$ cat src/rtl/ate_pkg.sv
// Shared types, codes and color tables of the text console engine.
package ate_pkg;

    // Widest cell address over the whole parameter range (256 x 128 cells)
    localparam int ADDR_W = 15;

    // Request kinds
    localparam logic [1:0] REQ_FEED  = 2'd0;
    localparam logic [1:0] REQ_READ  = 2'd1;
    localparam logic [1:0] REQ_CLEAR = 2'd2;

    // Configuration register indexes
    localparam logic CFG_DEF_FG = 1'b0;
    localparam logic CFG_DEF_BG = 1'b1;

    // Character codes
    localparam logic [7:0] CH_ESC     = 8'h1B;
    localparam logic [7:0] CH_LF      = 8'h0A;
    localparam logic [7:0] CH_BS      = 8'h08;
    localparam logic [7:0] CH_CR      = 8'h0D;
    localparam logic [7:0] CH_LBRACK  = 8'h5B;
    localparam logic [7:0] CH_SEMI    = 8'h3B;
    localparam logic [7:0] CH_ZERO    = 8'h30;
    localparam logic [7:0] CH_NINE    = 8'h39;
    localparam logic [7:0] CH_BLANK   = 8'h20;

    // CSI final bytes
    localparam logic [7:0] CMD_UP    = 8'h41;
    localparam logic [7:0] CMD_DOWN  = 8'h42;
    localparam logic [7:0] CMD_FWD   = 8'h43;
    localparam logic [7:0] CMD_BACK  = 8'h44;
    localparam logic [7:0] CMD_POS   = 8'h48;
    localparam logic [7:0] CMD_POSF  = 8'h66;
    localparam logic [7:0] CMD_ED    = 8'h4A;
    localparam logic [7:0] CMD_EL    = 8'h4B;
    localparam logic [7:0] CMD_SGR   = 8'h6D;

    // Attribute after reset: white on black
    localparam logic [7:0] RESET_ATTR = 8'h0F;

    // Parameter limits
    localparam logic [15:0] PARAM_MAX = 16'hFFFF;

    // SGR codes and ranges
    localparam logic [15:0] SGR_RESET   = 16'd0;
    localparam logic [15:0] SGR_BOLD    = 16'd1;
    localparam logic [15:0] SGR_FG_LO   = 16'd30;
    localparam logic [15:0] SGR_FG_HI   = 16'd37;
    localparam logic [15:0] SGR_FG_DEF  = 16'd39;
    localparam logic [15:0] SGR_BG_LO   = 16'd40;
    localparam logic [15:0] SGR_BG_HI   = 16'd47;
    localparam logic [15:0] SGR_BG_DEF  = 16'd49;
    localparam logic [15:0] SGR_BFG_LO  = 16'd90;
    localparam logic [15:0] SGR_BFG_HI  = 16'd97;
    localparam logic [15:0] SGR_BBG_LO  = 16'd100;
    localparam logic [15:0] SGR_BBG_HI  = 16'd107;

    typedef enum logic [1:0] {
        MODE_NORMAL = 2'd0,
        MODE_ESC    = 2'd1,
        MODE_CSI    = 2'd2
    } mode_t;

    typedef enum logic [3:0] {
        ST_IDLE,
        ST_RD,
        ST_SCRL0,
        ST_SCROLL,
        ST_FILL,
        ST_CSI,
        ST_SGR,
        ST_DONE
    } state_t;

    // One write port and one read port of the screen store
    typedef struct packed {
        logic              we;
        logic [ADDR_W-1:0] waddr;
        logic [15:0]       wdata;
        logic              re;
        logic [ADDR_W-1:0] raddr;
    } mem_req_t;

    // Finished result handed to the output register
    typedef struct packed {
        logic              done;
        logic [15:0]       cell_data;
        logic [ADDR_W-1:0] cursor;
        logic [7:0]        color;
        logic              esc;
    } eng_res_t;

    // ANSI color order to console color index
    function automatic logic [3:0] base_color(input logic [2:0] idx);
        logic [3:0] c;
        unique case (idx)
            3'd0: c = 4'd0;
            3'd1: c = 4'd4;
            3'd2: c = 4'd2;
            3'd3: c = 4'd6;
            3'd4: c = 4'd1;
            3'd5: c = 4'd5;
            3'd6: c = 4'd3;
            default: c = 4'd7;
        endcase
        return c;
    endfunction

endpackage

$ cat src/rtl/ate_engine.sv
// Escape parser, cursor control and screen store sequencer.
module ate_engine #(
    parameter int COLUMNS    = 80,
    parameter int ROWS       = 25,
    parameter int MAX_PARAMS = 8
) (
    input  logic                clk,
    input  logic                rst_n,
    input  logic                req_valid,
    output logic                req_ready,
    input  logic [1:0]          req_type,
    input  logic [7:0]          char_byte,
    input  logic [10:0]         cell_address,
    input  logic                out_free,
    input  logic [3:0]          def_fg,
    input  logic [3:0]          def_bg,
    input  logic [15:0]         rd_q,
    output ate_pkg::mem_req_t   mem_req,
    output ate_pkg::eng_res_t   res
);
    localparam int TOTAL = COLUMNS * ROWS;
    localparam int AW    = $clog2(TOTAL);
    localparam int RW    = $clog2(ROWS);
    localparam int CW    = $clog2(COLUMNS);
    localparam int PIW   = (MAX_PARAMS > 1) ? $clog2(MAX_PARAMS) : 1;
    localparam int PCW   = $clog2(MAX_PARAMS + 1);

    localparam logic [AW-1:0]  LAST_CELL   = AW'(TOTAL - 1);
    localparam logic [AW-1:0]  LAST_ROW0   = AW'(TOTAL - COLUMNS);
    localparam logic [AW-1:0]  LAST_MOVE   = AW'(TOTAL - COLUMNS - 1);
    localparam logic [AW-1:0]  COLS_A      = AW'(COLUMNS);
    localparam logic [RW-1:0]  ROW_LAST    = RW'(ROWS - 1);
    localparam logic [CW-1:0]  COL_LAST    = CW'(COLUMNS - 1);
    localparam logic [PCW-1:0] PCOUNT_MAX  = PCW'(MAX_PARAMS);

    ate_pkg::state_t state_reg, state_next;
    ate_pkg::mode_t  mode_reg, mode_next;
    logic [RW-1:0]   row_reg, row_next;
    logic [CW-1:0]   col_reg, col_next;
    logic [7:0]      attr_reg, attr_next;
    logic [15:0]     params_reg [MAX_PARAMS];
    logic [15:0]     params_next [MAX_PARAMS];
    logic [PCW-1:0]  pcount_reg, pcount_next;
    logic [15:0]     acc_reg, acc_next;
    logic            started_reg, started_next;
    logic [7:0]      cmd_reg, cmd_next;
    logic [AW-1:0]   ptr_reg, ptr_next;
    logic [AW-1:0]   last_reg, last_next;
    logic [PIW-1:0]  sidx_reg, sidx_next;
    logic            init_reg, init_next;
    logic [15:0]     data_reg, data_next;

    logic [AW-1:0]   row_base;
    logic [AW-1:0]   cur;
    logic [15:0]     blank;
    logic [15:0]     p0;
    logic [15:0]     p1;
    logic [15:0]     p0m1;
    logic [15:0]     p1m1;
    logic [16:0]     row_sum;
    logic [16:0]     col_sum;
    logic [19:0]     acc_wide;
    logic [15:0]     sp;
    logic [3:0]      fg;
    logic [3:0]      bg;

    // Cursor index from row and column
    assign row_base = AW'(row_reg) * COLS_A;
    assign cur      = row_base + AW'(col_reg);
    assign blank    = {attr_reg, ate_pkg::CH_BLANK};

    // Leading parameters with their defaults of one
    always_comb
    begin
        p0 = 16'd1;
        p1 = 16'd1;
        if ((pcount_reg > PCW'(0)) && (params_reg[0] != 16'd0))
        begin
            p0 = params_reg[0];
        end
        if ((MAX_PARAMS > 1) && (pcount_reg > PCW'(1)) &&
            (params_reg[PIW'(MAX_PARAMS > 1)] != 16'd0))
        begin
            p1 = params_reg[PIW'(MAX_PARAMS > 1)];
        end
    end

    assign p0m1     = p0 - 16'd1;
    assign p1m1     = p1 - 16'd1;
    assign row_sum  = 17'(row_reg) + 17'(p0);
    assign col_sum  = 17'(col_reg) + 17'(p0);
    assign acc_wide = 20'(acc_reg) * 20'd10 + 20'(char_byte - ate_pkg::CH_ZERO);
    assign sp       = params_reg[sidx_reg];

    // State registers
    always_ff @(posedge clk or negedge rst_n)
    begin
        if (!rst_n)
        begin
            state_reg   <= ate_pkg::ST_FILL;
            mode_reg    <= ate_pkg::MODE_NORMAL;
            row_reg     <= '0;
            col_reg     <= '0;
            attr_reg    <= ate_pkg::RESET_ATTR;
            pcount_reg  <= '0;
            acc_reg     <= '0;
            started_reg <= 1'b0;
            ptr_reg     <= '0;
            last_reg    <= LAST_CELL;
            sidx_reg    <= '0;
            init_reg    <= 1'b1;
            for (int i = 0; i < MAX_PARAMS; i++)
            begin
                params_reg[i] <= '0;
            end
        end
        else
        begin
            state_reg   <= state_next;
            mode_reg    <= mode_next;
            row_reg     <= row_next;
            col_reg     <= col_next;
            attr_reg    <= attr_next;
            pcount_reg  <= pcount_next;
            acc_reg     <= acc_next;
            started_reg <= started_next;
            ptr_reg     <= ptr_next;
            last_reg    <= last_next;
            sidx_reg    <= sidx_next;
            init_reg    <= init_next;
            for (int i = 0; i < MAX_PARAMS; i++)
            begin
                params_reg[i] <= params_next[i];
            end
        end
    end

    // Payload registers
    always_ff @(posedge clk)
    begin
        cmd_reg  <= cmd_next;
        data_reg <= data_next;
    end

    // Sequencer
    always_comb
    begin
        state_next   = state_reg;
        mode_next    = mode_reg;
        row_next     = row_reg;
        col_next     = col_reg;
        attr_next    = attr_reg;
        params_next  = params_reg;
        pcount_next  = pcount_reg;
        acc_next     = acc_reg;
        started_next = started_reg;
        cmd_next     = cmd_reg;
        ptr_next     = ptr_reg;
        last_next    = last_reg;
        sidx_next    = sidx_reg;
        init_next    = init_reg;
        data_next    = data_reg;
        mem_req      = '0;
        req_ready    = (state_reg == ate_pkg::ST_IDLE);
        res.done      = 1'b0;
        res.cell_data = data_reg;
        res.cursor    = ate_pkg::ADDR_W'(cur);
        res.color     = attr_reg;
        res.esc       = (mode_reg != ate_pkg::MODE_NORMAL);
        fg = attr_reg[3:0];
        bg = attr_reg[7:4];

        unique case (state_reg)
            ate_pkg::ST_IDLE:
            begin
                if (req_valid)
                begin
                    data_next  = 16'd0;
                    state_next = ate_pkg::ST_DONE;
                    case (req_type)
                        ate_pkg::REQ_FEED:
                        begin
                            unique case (mode_reg)
                                ate_pkg::MODE_NORMAL:
                                begin
                                    if (char_byte == ate_pkg::CH_ESC)
                                    begin
                                        mode_next = ate_pkg::MODE_ESC;
                                    end
                                    else if (char_byte == ate_pkg::CH_LF)
                                    begin
                                        col_next = '0;
                                        if (row_reg == ROW_LAST)
                                        begin
                                            state_next = ate_pkg::ST_SCRL0;
                                        end
                                        else
                                        begin
                                            row_next = row_reg + RW'(1);
                                        end
                                    end
                                    else if (char_byte == ate_pkg::CH_BS)
                                    begin
                                        if (cur != '0)
                                        begin
                                            mem_req.we    = 1'b1;
                                            mem_req.waddr = ate_pkg::ADDR_W'(cur - AW'(1));
                                            mem_req.wdata = blank;
                                            if (col_reg != '0)
                                            begin
                                                col_next = col_reg - CW'(1);
                                            end
                                            else
                                            begin
                                                col_next = COL_LAST;
                                                row_next = row_reg - RW'(1);
                                            end
                                        end
                                    end
                                    else if (char_byte == ate_pkg::CH_CR)
                                    begin
                                        col_next = '0;
                                    end
                                    else
                                    begin
                                        mem_req.we    = 1'b1;
                                        mem_req.waddr = ate_pkg::ADDR_W'(cur);
                                        mem_req.wdata = {attr_reg, char_byte};
                                        if (col_reg == COL_LAST)
                                        begin
                                            col_next = '0;
                                            if (row_reg == ROW_LAST)
                                            begin
                                                state_next = ate_pkg::ST_SCRL0;
                                            end
                                            else
                                            begin
                                                row_next = row_reg + RW'(1);
                                            end
                                        end
                                        else
                                        begin
                                            col_next = col_reg + CW'(1);
                                        end
                                    end
                                end
                                ate_pkg::MODE_ESC:
                                begin
                                    if (char_byte == ate_pkg::CH_LBRACK)
                                    begin
                                        mode_next    = ate_pkg::MODE_CSI;
                                        pcount_next  = '0;
                                        acc_next     = '0;
                                        started_next = 1'b0;
                                        for (int i = 0; i < MAX_PARAMS; i++)
                                        begin
                                            params_next[i] = '0;
                                        end
                                    end
                                    else
                                    begin
                                        mode_next = ate_pkg::MODE_NORMAL;
                                    end
                                end
                                default:
                                begin
                                    if ((char_byte >= ate_pkg::CH_ZERO) &&
                                        (char_byte <= ate_pkg::CH_NINE))
                                    begin
                                        acc_next = (acc_wide > 20'(ate_pkg::PARAM_MAX)) ?
                                                   ate_pkg::PARAM_MAX : acc_wide[15:0];
                                        started_next = 1'b1;
                                    end
                                    else
                                    begin
                                        // Close the open parameter on ';' or a final byte
                                        if ((char_byte == ate_pkg::CH_SEMI) || started_reg ||
                                            (pcount_reg != '0))
                                        begin
                                            if (pcount_reg < PCOUNT_MAX)
                                            begin
                                                params_next[pcount_reg[PIW-1:0]] = acc_reg;
                                                pcount_next = pcount_reg + PCW'(1);
                                            end
                                            acc_next     = '0;
                                            started_next = 1'b0;
                                        end
                                        if (char_byte != ate_pkg::CH_SEMI)
                                        begin
                                            cmd_next   = char_byte;
                                            mode_next  = ate_pkg::MODE_NORMAL;
                                            state_next = ate_pkg::ST_CSI;
                                        end
                                    end
                                end
                            endcase
                        end
                        ate_pkg::REQ_READ:
                        begin
                            if (32'(cell_address) < TOTAL)
                            begin
                                mem_req.re    = 1'b1;
                                mem_req.raddr = ate_pkg::ADDR_W'(cell_address);
                                state_next    = ate_pkg::ST_RD;
                            end
                            else
                            begin
                                data_next = {8'h00, ate_pkg::CH_BLANK};
                            end
                        end
                        ate_pkg::REQ_CLEAR:
                        begin
                            row_next   = '0;
                            col_next   = '0;
                            ptr_next   = '0;
                            last_next  = LAST_CELL;
                            state_next = ate_pkg::ST_FILL;
                        end
                        default:
                        begin
                        end
                    endcase
                end
            end

            ate_pkg::ST_RD:
            begin
                data_next  = rd_q;
                state_next = ate_pkg::ST_DONE;
            end

            // Prime the read one row ahead
            ate_pkg::ST_SCRL0:
            begin
                mem_req.re    = 1'b1;
                mem_req.raddr = ate_pkg::ADDR_W'(COLS_A);
                ptr_next      = '0;
                state_next    = ate_pkg::ST_SCROLL;
            end

            // Move each cell up one row, then blank the bottom row
            ate_pkg::ST_SCROLL:
            begin
                mem_req.we    = 1'b1;
                mem_req.waddr = ate_pkg::ADDR_W'(ptr_reg);
                mem_req.wdata = rd_q;
                if (ptr_reg == LAST_MOVE)
                begin
                    ptr_next   = LAST_ROW0;
                    last_next  = LAST_CELL;
                    state_next = ate_pkg::ST_FILL;
                end
                else
                begin
                    mem_req.re    = 1'b1;
                    mem_req.raddr = ate_pkg::ADDR_W'(ptr_reg + COLS_A + AW'(1));
                    ptr_next      = ptr_reg + AW'(1);
                end
            end

            ate_pkg::ST_FILL:
            begin
                req_ready     = 1'b0;
                mem_req.we    = 1'b1;
                mem_req.waddr = ate_pkg::ADDR_W'(ptr_reg);
                mem_req.wdata = blank;
                if (ptr_reg == last_reg)
                begin
                    init_next  = 1'b0;
                    state_next = init_reg ? ate_pkg::ST_IDLE : ate_pkg::ST_DONE;
                end
                else
                begin
                    ptr_next = ptr_reg + AW'(1);
                end
            end

            ate_pkg::ST_CSI:
            begin
                state_next = ate_pkg::ST_DONE;
                case (cmd_reg)
                    ate_pkg::CMD_UP:
                    begin
                        row_next = (p0 > 16'(row_reg)) ? '0 : row_reg - RW'(p0);
                    end
                    ate_pkg::CMD_DOWN:
                    begin
                        row_next = (row_sum >= 17'(ROWS)) ? ROW_LAST : RW'(row_sum);
                    end
                    ate_pkg::CMD_FWD:
                    begin
                        col_next = (col_sum >= 17'(COLUMNS)) ? COL_LAST : CW'(col_sum);
                    end
                    ate_pkg::CMD_BACK:
                    begin
                        col_next = (p0 > 16'(col_reg)) ? '0 : col_reg - CW'(p0);
                    end
                    ate_pkg::CMD_POS, ate_pkg::CMD_POSF:
                    begin
                        row_next = (p0m1 >= 16'(ROWS)) ? ROW_LAST : RW'(p0m1);
                        col_next = (p1m1 >= 16'(COLUMNS)) ? COL_LAST : CW'(p1m1);
                    end
                    ate_pkg::CMD_ED:
                    begin
                        // p0 of one stands for an absent or zero parameter here
                        if ((p0 == 16'd1) && !((pcount_reg > PCW'(0)) &&
                                               (params_reg[0] == 16'd1)))
                        begin
                            ptr_next   = cur;
                            last_next  = LAST_CELL;
                            state_next = ate_pkg::ST_FILL;
                        end
                        else if (p0 == 16'd1)
                        begin
                            ptr_next   = '0;
                            last_next  = cur;
                            state_next = ate_pkg::ST_FILL;
                        end
                        else if (p0 == 16'd2)
                        begin
                            ptr_next   = '0;
                            last_next  = LAST_CELL;
                            row_next   = '0;
                            col_next   = '0;
                            state_next = ate_pkg::ST_FILL;
                        end
                    end
                    ate_pkg::CMD_EL:
                    begin
                        if ((p0 == 16'd1) && !((pcount_reg > PCW'(0)) &&
                                               (params_reg[0] == 16'd1)))
                        begin
                            ptr_next   = cur;
                            last_next  = row_base + AW'(COL_LAST);
                            state_next = ate_pkg::ST_FILL;
                        end
                        else if (p0 == 16'd1)
                        begin
                            ptr_next   = row_base;
                            last_next  = cur;
                            state_next = ate_pkg::ST_FILL;
                        end
                        else if (p0 == 16'd2)
                        begin
                            ptr_next   = row_base;
                            last_next  = row_base + AW'(COL_LAST);
                            state_next = ate_pkg::ST_FILL;
                        end
                    end
                    ate_pkg::CMD_SGR:
                    begin
                        if (pcount_reg == '0)
                        begin
                            attr_next = {def_bg, def_fg};
                        end
                        else
                        begin
                            sidx_next  = '0;
                            state_next = ate_pkg::ST_SGR;
                        end
                    end
                    default:
                    begin
                    end
                endcase
            end

            // Apply one SGR parameter a cycle
            ate_pkg::ST_SGR:
            begin
                if (sp == ate_pkg::SGR_RESET)
                begin
                    fg = def_fg;
                    bg = def_bg;
                end
                else if (sp == ate_pkg::SGR_BOLD)
                begin
                    fg = fg | 4'd8;
                end
                else if ((sp >= ate_pkg::SGR_FG_LO) && (sp <= ate_pkg::SGR_FG_HI))
                begin
                    fg = ate_pkg::base_color(sp[2:0] - ate_pkg::SGR_FG_LO[2:0]);
                end
                else if (sp == ate_pkg::SGR_FG_DEF)
                begin
                    fg = def_fg;
                end
                else if ((sp >= ate_pkg::SGR_BG_LO) && (sp <= ate_pkg::SGR_BG_HI))
                begin
                    bg = ate_pkg::base_color(sp[2:0] - ate_pkg::SGR_BG_LO[2:0]);
                end
                else if (sp == ate_pkg::SGR_BG_DEF)
                begin
                    bg = def_bg;
                end
                else if ((sp >= ate_pkg::SGR_BFG_LO) && (sp <= ate_pkg::SGR_BFG_HI))
                begin
                    fg = ate_pkg::base_color(sp[2:0] - ate_pkg::SGR_BFG_LO[2:0]) | 4'd8;
                end
                else if ((sp >= ate_pkg::SGR_BBG_LO) && (sp <= ate_pkg::SGR_BBG_HI))
                begin
                    bg = ate_pkg::base_color(sp[2:0] - ate_pkg::SGR_BBG_LO[2:0]) | 4'd8;
                end
                attr_next = {bg, fg};
                if ((PCW'(sidx_reg) + PCW'(1)) >= pcount_reg)
                begin
                    state_next = ate_pkg::ST_DONE;
                end
                else
                begin
                    sidx_next = sidx_reg + PIW'(1);
                end
            end

            // Hand the result over once the output register has room
            ate_pkg::ST_DONE:
            begin
                if (out_free)
                begin
                    res.done   = 1'b1;
                    state_next = ate_pkg::ST_IDLE;
                end
            end

            default:
            begin
                state_next = ate_pkg::ST_IDLE;
            end
        endcase
    end
endmodule

$ cat config.mk
export PLATFORM = sky130hd
export DESIGN_NAME = ate_engine
export DESIGN_NICKNAME = d
export VERILOG_FILES = /design/src/rtl/ate_pkg.sv /design/src/rtl/ate_engine.sv
export SDC_FILE = /design/constraint.sdc
export NUM_CORES = 1
export LEC_CHECK = 0
export BUFFER_PORTS_ARGS = -buffer_cell sky130_fd_sc_hd__buf_2
export CAP_MARGIN = 20
export CORE_MARGIN = 4
export CORE_UTILIZATION = 50
export CTS_BUF_LIST = sky130_fd_sc_hd__clkbuf_16
export CTS_CLUSTER_DIAMETER = 150
export DETAILED_ROUTE_END_ITERATION = 8
export PLACE_DENSITY = 0.69
export SLEW_MARGIN = 20
export SYNTH_ARGS = -nofsm -noshare
export SYNTH_HDL_FRONTEND = slang
export SYNTH_SLANG_ARGS = --single-unit
$ cat constraint.sdc
create_clock -name clk -period 5.6 [get_ports clk]
set_input_delay 0.84 -clock clk [delete_from_list [all_inputs] [get_ports clk]]
set_output_delay 0.84 -clock clk [all_outputs]
set_load 0.03 [all_outputs]
# After elaboration in Yosys (flattened, before gate mapping)
# Cells that the tools add are included.
# word_totals
register_bits,225
input_bits,49
out_inout_bits,90
word_cells,397
# classes
addsub,24
n_mul,2
n_lt_le_gt_ge,25
eq_ne,101
n_mux,161
bitwise_logic,5
n_reduce_logical,55
# ops
operator,n
$mux W128,4
$pmux W128 S2,1
$mux W32,7
$mux W11,19
$mux W16,13
$bwmux W128,1
$mux W4,29
$mux W7,15
$pmux W32 S3,1
$pmux W3 S7,4
$eq A8 B7 Y1 const B,10
$mux W5,16
$pmux W16 S2,2
$ne A5 B5 Y1 const B,11
$pmux W11 S5,1
$bmux W16 S3,1
$demux W16 S3,1
$eq A16 B1 Y1 const B,3
$ge A16 B7 Y1 const B,3
$mux W48,1
$pmux W16 S3,1
$pmux W11 S2,2
$eq A3 B3 Y1 const B,12
$pmux W11 S3,1
other kinds (106),214

# Logic depth before layout (Yosys ltp)
# logic_depth
word_depth,16
depth_mapped,24
ltp_nobuf,23

# Worst setup path after synthesis
# OpenSTA, ideal clock, no wires.
# synth_path
path_kind,reg2reg
startpoint,reg acc_reg[1]
endpoint,reg acc_reg[10]
setup_ns,0.141
arrival_ns,4.767
t_required_ns,5.459
path_slack_ns,0.692
path_stages_with_launch,24
n_path_buf,1
path_cell_list,dfrtp_1 -> ha_1 -> ha_1 -> inv_1 -> fa_1 -> nor2b_1 -> o21ai_0 -> a21boi_0 -> o21ai_0 -> a21boi_0 -> o21bai_1 -> a21boi_0 -> nor2_1 -> ha_1 -> nand2_1 -> or2_2 -> a211oi_1 -> o211ai_1 -> nand2_1 -> xnor2_1 -> o211ai_1 -> a221oi_1 -> clkbuf_1 -> a31oi_1
# synth_via
elab_chain_len,6
# synth_rtl
element,line,text
"start, declared",ate_engine.sv:44,"logic [15:0] acc_reg, acc_next;"
"start signal, assigned",ate_engine.sv:125,acc_reg <= acc_next;
$mul A16 B3 Y19 (*),ate_engine.sv:92,assign acc_wide = 20'(acc_reg) * 20'd10 + 20'(char_byte - ate_pkg::CH_ZERO);
$add A20 B20 Y20 (*),ate_engine.sv:92,
$gt A20 B16 Y1,ate_engine.sv:270,acc_next = (acc_wide > 20'(ate_pkg::PARAM_MAX)) ?
$mux W16 (*),ate_engine.sv:270,
$mux W16 (*),ate_engine.sv:267,if ((char_byte >= ate_pkg::CH_ZERO) &&
$pmux W16 S2 (*),ate_engine.sv:183,unique case (mode_reg)
# Mark *: on every way between the ends. The rest lies on a longest branch, timed or not.
# A chain may end at the register's enable or synchronous reset.

==> run summary <==
## Cells and area
• FILL cells: 3220
• Non-Filler Instances: 2658
• ant diodes: 0
• Final Cell Area: 19560 um^2
• flip-flop count of the largest register after layout: 128
• share of final-layout standard cells stronger than drive strength 1: 0.1244
• final core area utilization: 0.5635
• Area growth, synth to finish: 10.90%
• net total in the final layout: 2360

## Floorplanning
• horizontal extent of the die: 195.8 um
• number of top-level pins: 139
• Core Box Area: 34710 um^2
• die outline area: 38350 um^2
• height of the chip: 195.8 um
• number of cell rows: 68
• initial core utilization: 0.5081

## Synth
• #FFs+latches synth: 224
• total standard cell area after synthesis: 17640 um^2
• count of warnings emitted by yosys: 0
• Distinct cells, synth: 95
• sequential-to-total area share from yosys stat: 0.3257
• proportion of synthesized flip-flops having asynchronous set or reset: 0.8929
• Avg Inst Size Synth: 8.320 um^2
• most common flop cell mapped by yosys: sky130_fd_sc_hd__dfrtp_1
• number of enable-type register cells in the synthesized netlist: 24
• Synth Instances: 2120

## Timing
• Final Slew Violations: 0
• count of final setup violators: 0
• final number of hold-violating endpoints: 0
• tightest hold margin: 0.3289 ns
• final worst-path cycle share: 0.9360
• Post-Route Skew: 0.02238 ns
• worst slew margin relative to its limit: 0.2893
• Setup Total Neg Slack: 0 ns
• post-route worst setup slack: 0.3584 ns
• maximum frequency from static timing analysis: 190.8 MHz
• clock period minus final worst setup slack: 5.242 ns
• setup repair after global routing missed its margin: false
• Tightest Pin Transition: 1.066 ns

## Detailed routing
• number of design-rule violations left by the first detailed-router iteration: 1408
• drt drc: 0
• final wirelength: 54410 um
• drt first pass iters: 7
• vias after detailed routing: 16905
• WL/cell: 20.47 um
• Vias per Instance: 6.360
• Antenna Violating Nets Remaining: 0

## GRT
• first-pass GRT wire length: 86480 um
• largest net degree at the start of global routing: 103
• via count of the first global-routing pass: 16018
• highest-utilization routing layer at the global route stage: met2
• met3 Resource Use GR: 0.03641
• global router's overall resource usage: 0.2717
• met1 track demand over resource in global routing: 0.3685
• met2 usage: 0.4573
• Remaining Overflow, GRT: 0
• initial antenna violation count: 0

## CTS
• clock-pin slew reported for the worst setup and hold paths after clock tree synthesis: 0.06 ns
• buffer depth of the longest clock path: 3
• number of buffers created by CTS: 28
• count of buffers added by post-CTS timing repair for setup: 0
• worst-skew pair later-pin latency: 0.57 ns
• root buffer selected by CTS: sky130_fd_sc_hd__clkbuf_16
• clock tree from TritonCTS: yes
• CTS sink cnt: 224
• CTS H-Tree Depth: 1

## Critical path
• WP data required: 4.76 ns
• critical path launch point type: flop
• highest fanout seen on the critical path: 14
• Crit. End Element: output port
• CP arrival: 4.40 ns
• type of the setup path with the least slack: flop to output port

## Power
• VDD IR max: 0.0004186 V
• overall power consumption: 7.253 mW
• leakage power summed over all cells: 8.768 nW
• P per Cell Area: 370.8 nW/um^2

## Hold path
• HP Class: input port to asynchronous set/reset pin

## Placement
• weighted congestion at the end of routability-driven global placement: 0.9498
• final HPWL from detailed placement: 40480 um
• Placed Cells: 2606
• total of buffers placed on input and output ports: 131
• Cell Area, Placed: 18620 um^2
• pre-CTS setup slack: 0.4285 ns

## Run status
• outcome: finished, final reports clean

## Flow run
• Max-cap violations: 0

what timing repair did:
| action | CTS | global route |
|---|---|---|
| hold buffers | 0 | 0 |
| endpoints found under the setup margin | 0 | 24 |
| resized for setup | 0 | 6 |
area by class of cell:
type                            instances  area [um^2]  share of cell area
Multi-Input combinational cell       1669        11040              0.5642
Clock inverter                         24        216.5             0.01107
Timing Repair Buffer                  166        947.2             0.04842
Inverter                               92        345.3             0.01765
Sequential cell                       224         5746              0.2937
Tap cell                              455        569.3             0.02911
Clock buffer                           28        700.7             0.03582
cell usage after synthesis (all sizes together) (41+ instances only):
master / count / share of area
a21oi: 135 / 0.038
a31oi: 41 / 0.015
clkbuf: 109 / 0.023
dfrtp: 185 / 0.26
ha: 122 / 0.087
inv: 91 / 0.019
nand2: 152 / 0.032
nand3: 198 / 0.056
nor2: 129 / 0.027
nor3: 50 / 0.014
o21ai: 235 / 0.067
xnor2: 73 / 0.036
critical path: stages (launching register included):
cell	delay, ns
sky130_fd_sc_hd__dfrtp_1	0.58
sky130_fd_sc_hd__ha_1	0.39
sky130_fd_sc_hd__ha_1	0.16
sky130_fd_sc_hd__inv_1	0.06
sky130_fd_sc_hd__fa_1	0.62
sky130_fd_sc_hd__and3b_1	0.21
sky130_fd_sc_hd__a32o_1	0.24
sky130_fd_sc_hd__xnor2_2	0.23
sky130_fd_sc_hd__nand4_1	0.14
sky130_fd_sc_hd__or2_2	0.30
sky130_fd_sc_hd__nand2_1	0.28
sky130_fd_sc_hd__nand2_2	0.23
sky130_fd_sc_hd__a22o_1	0.23
sky130_fd_sc_hd__buf_2	0.17
layer usage:
| metal | wire length (um) | share of wire | vias up |
|---|---|---|---|
| met3 | 3757 | 0.069 | 112 |
| met1 | 23550 | 0.43 | 8134 |
| li1 | - | - | 7960 |
| met2 | 25570 | 0.47 | 699 |
| met5 | 0 | 0 | - |
| met4 | 1536 | 0.028 | 0 |
path summary, 6_finish.rpt:
check / startpoint / end / slack [ns] / depth (start not counted)
setup / recovery: row_reg[1]$_DFFE_PN0P_ / mem_req[29] / 0.36 / 13
hold / removal: rst_n / ptr_reg[5]$_DFFE_PN0P_ / 0.33 / 1
setup reg to reg: acc_reg[1]$_DFFE_PN0P_ / acc_reg[2]$_DFFE_PN0P_ / 0.64 / 23
hold reg to reg: init_reg$_DFFE_PN1P_ / init_reg$_DFFE_PN1P_ / 0.49 / 1
max in group asynchronous: rst_n / acc_reg[14]$_DFFE_PN0P_ / 4.17 / 2
min in group clk: init_reg$_DFFE_PN1P_ / init_reg$_DFFE_PN1P_ / 0.49 / 1
logic make-up (layout without fill, tap and decap cells):
kind of cell,Yosys count,count (layout),synth area share
AOI/OAI and AO/OA,662,662,0.2384
xor gates and xnor gates,85,85,0.04221
adders and majority gates,130,130,0.09562
buffers and inverters,233,310,0.05320
DFF,224,224,0.3257
muxes,50,50,0.03462
other,1,7,0.0002126
and+or+nand+nor,735,735,0.2100
report_power, final:
group	leakage, nW	total (mW)	internal (mW)	switching [mW]
Sequential	2.91	2.23	1.85	0.385
Clock	0.469	1.80	1.05	0.745
Combinational	5.39	3.23	1.16	2.07
Total	8.77	7.25	4.06	3.20
layout by cell type (no fill, tap or decap), drive strengths merged, types with 19 or more instances in the layout:
cell type	count
edfxtp	24
nand2	152
nor2	129
buf	165
nand4	20
a21oi	135
mux2i	37
ha	122
inv	99
a31oi	41
nor4	31
a21o	27
a22o	32
dfrtp	185
clkbuf	29
xnor2	73
nor3	50
o22ai	19
and3	21
nand3	198
o21ai	235
and2	29
No activity file was read; power rests on OpenSTA's default activity.
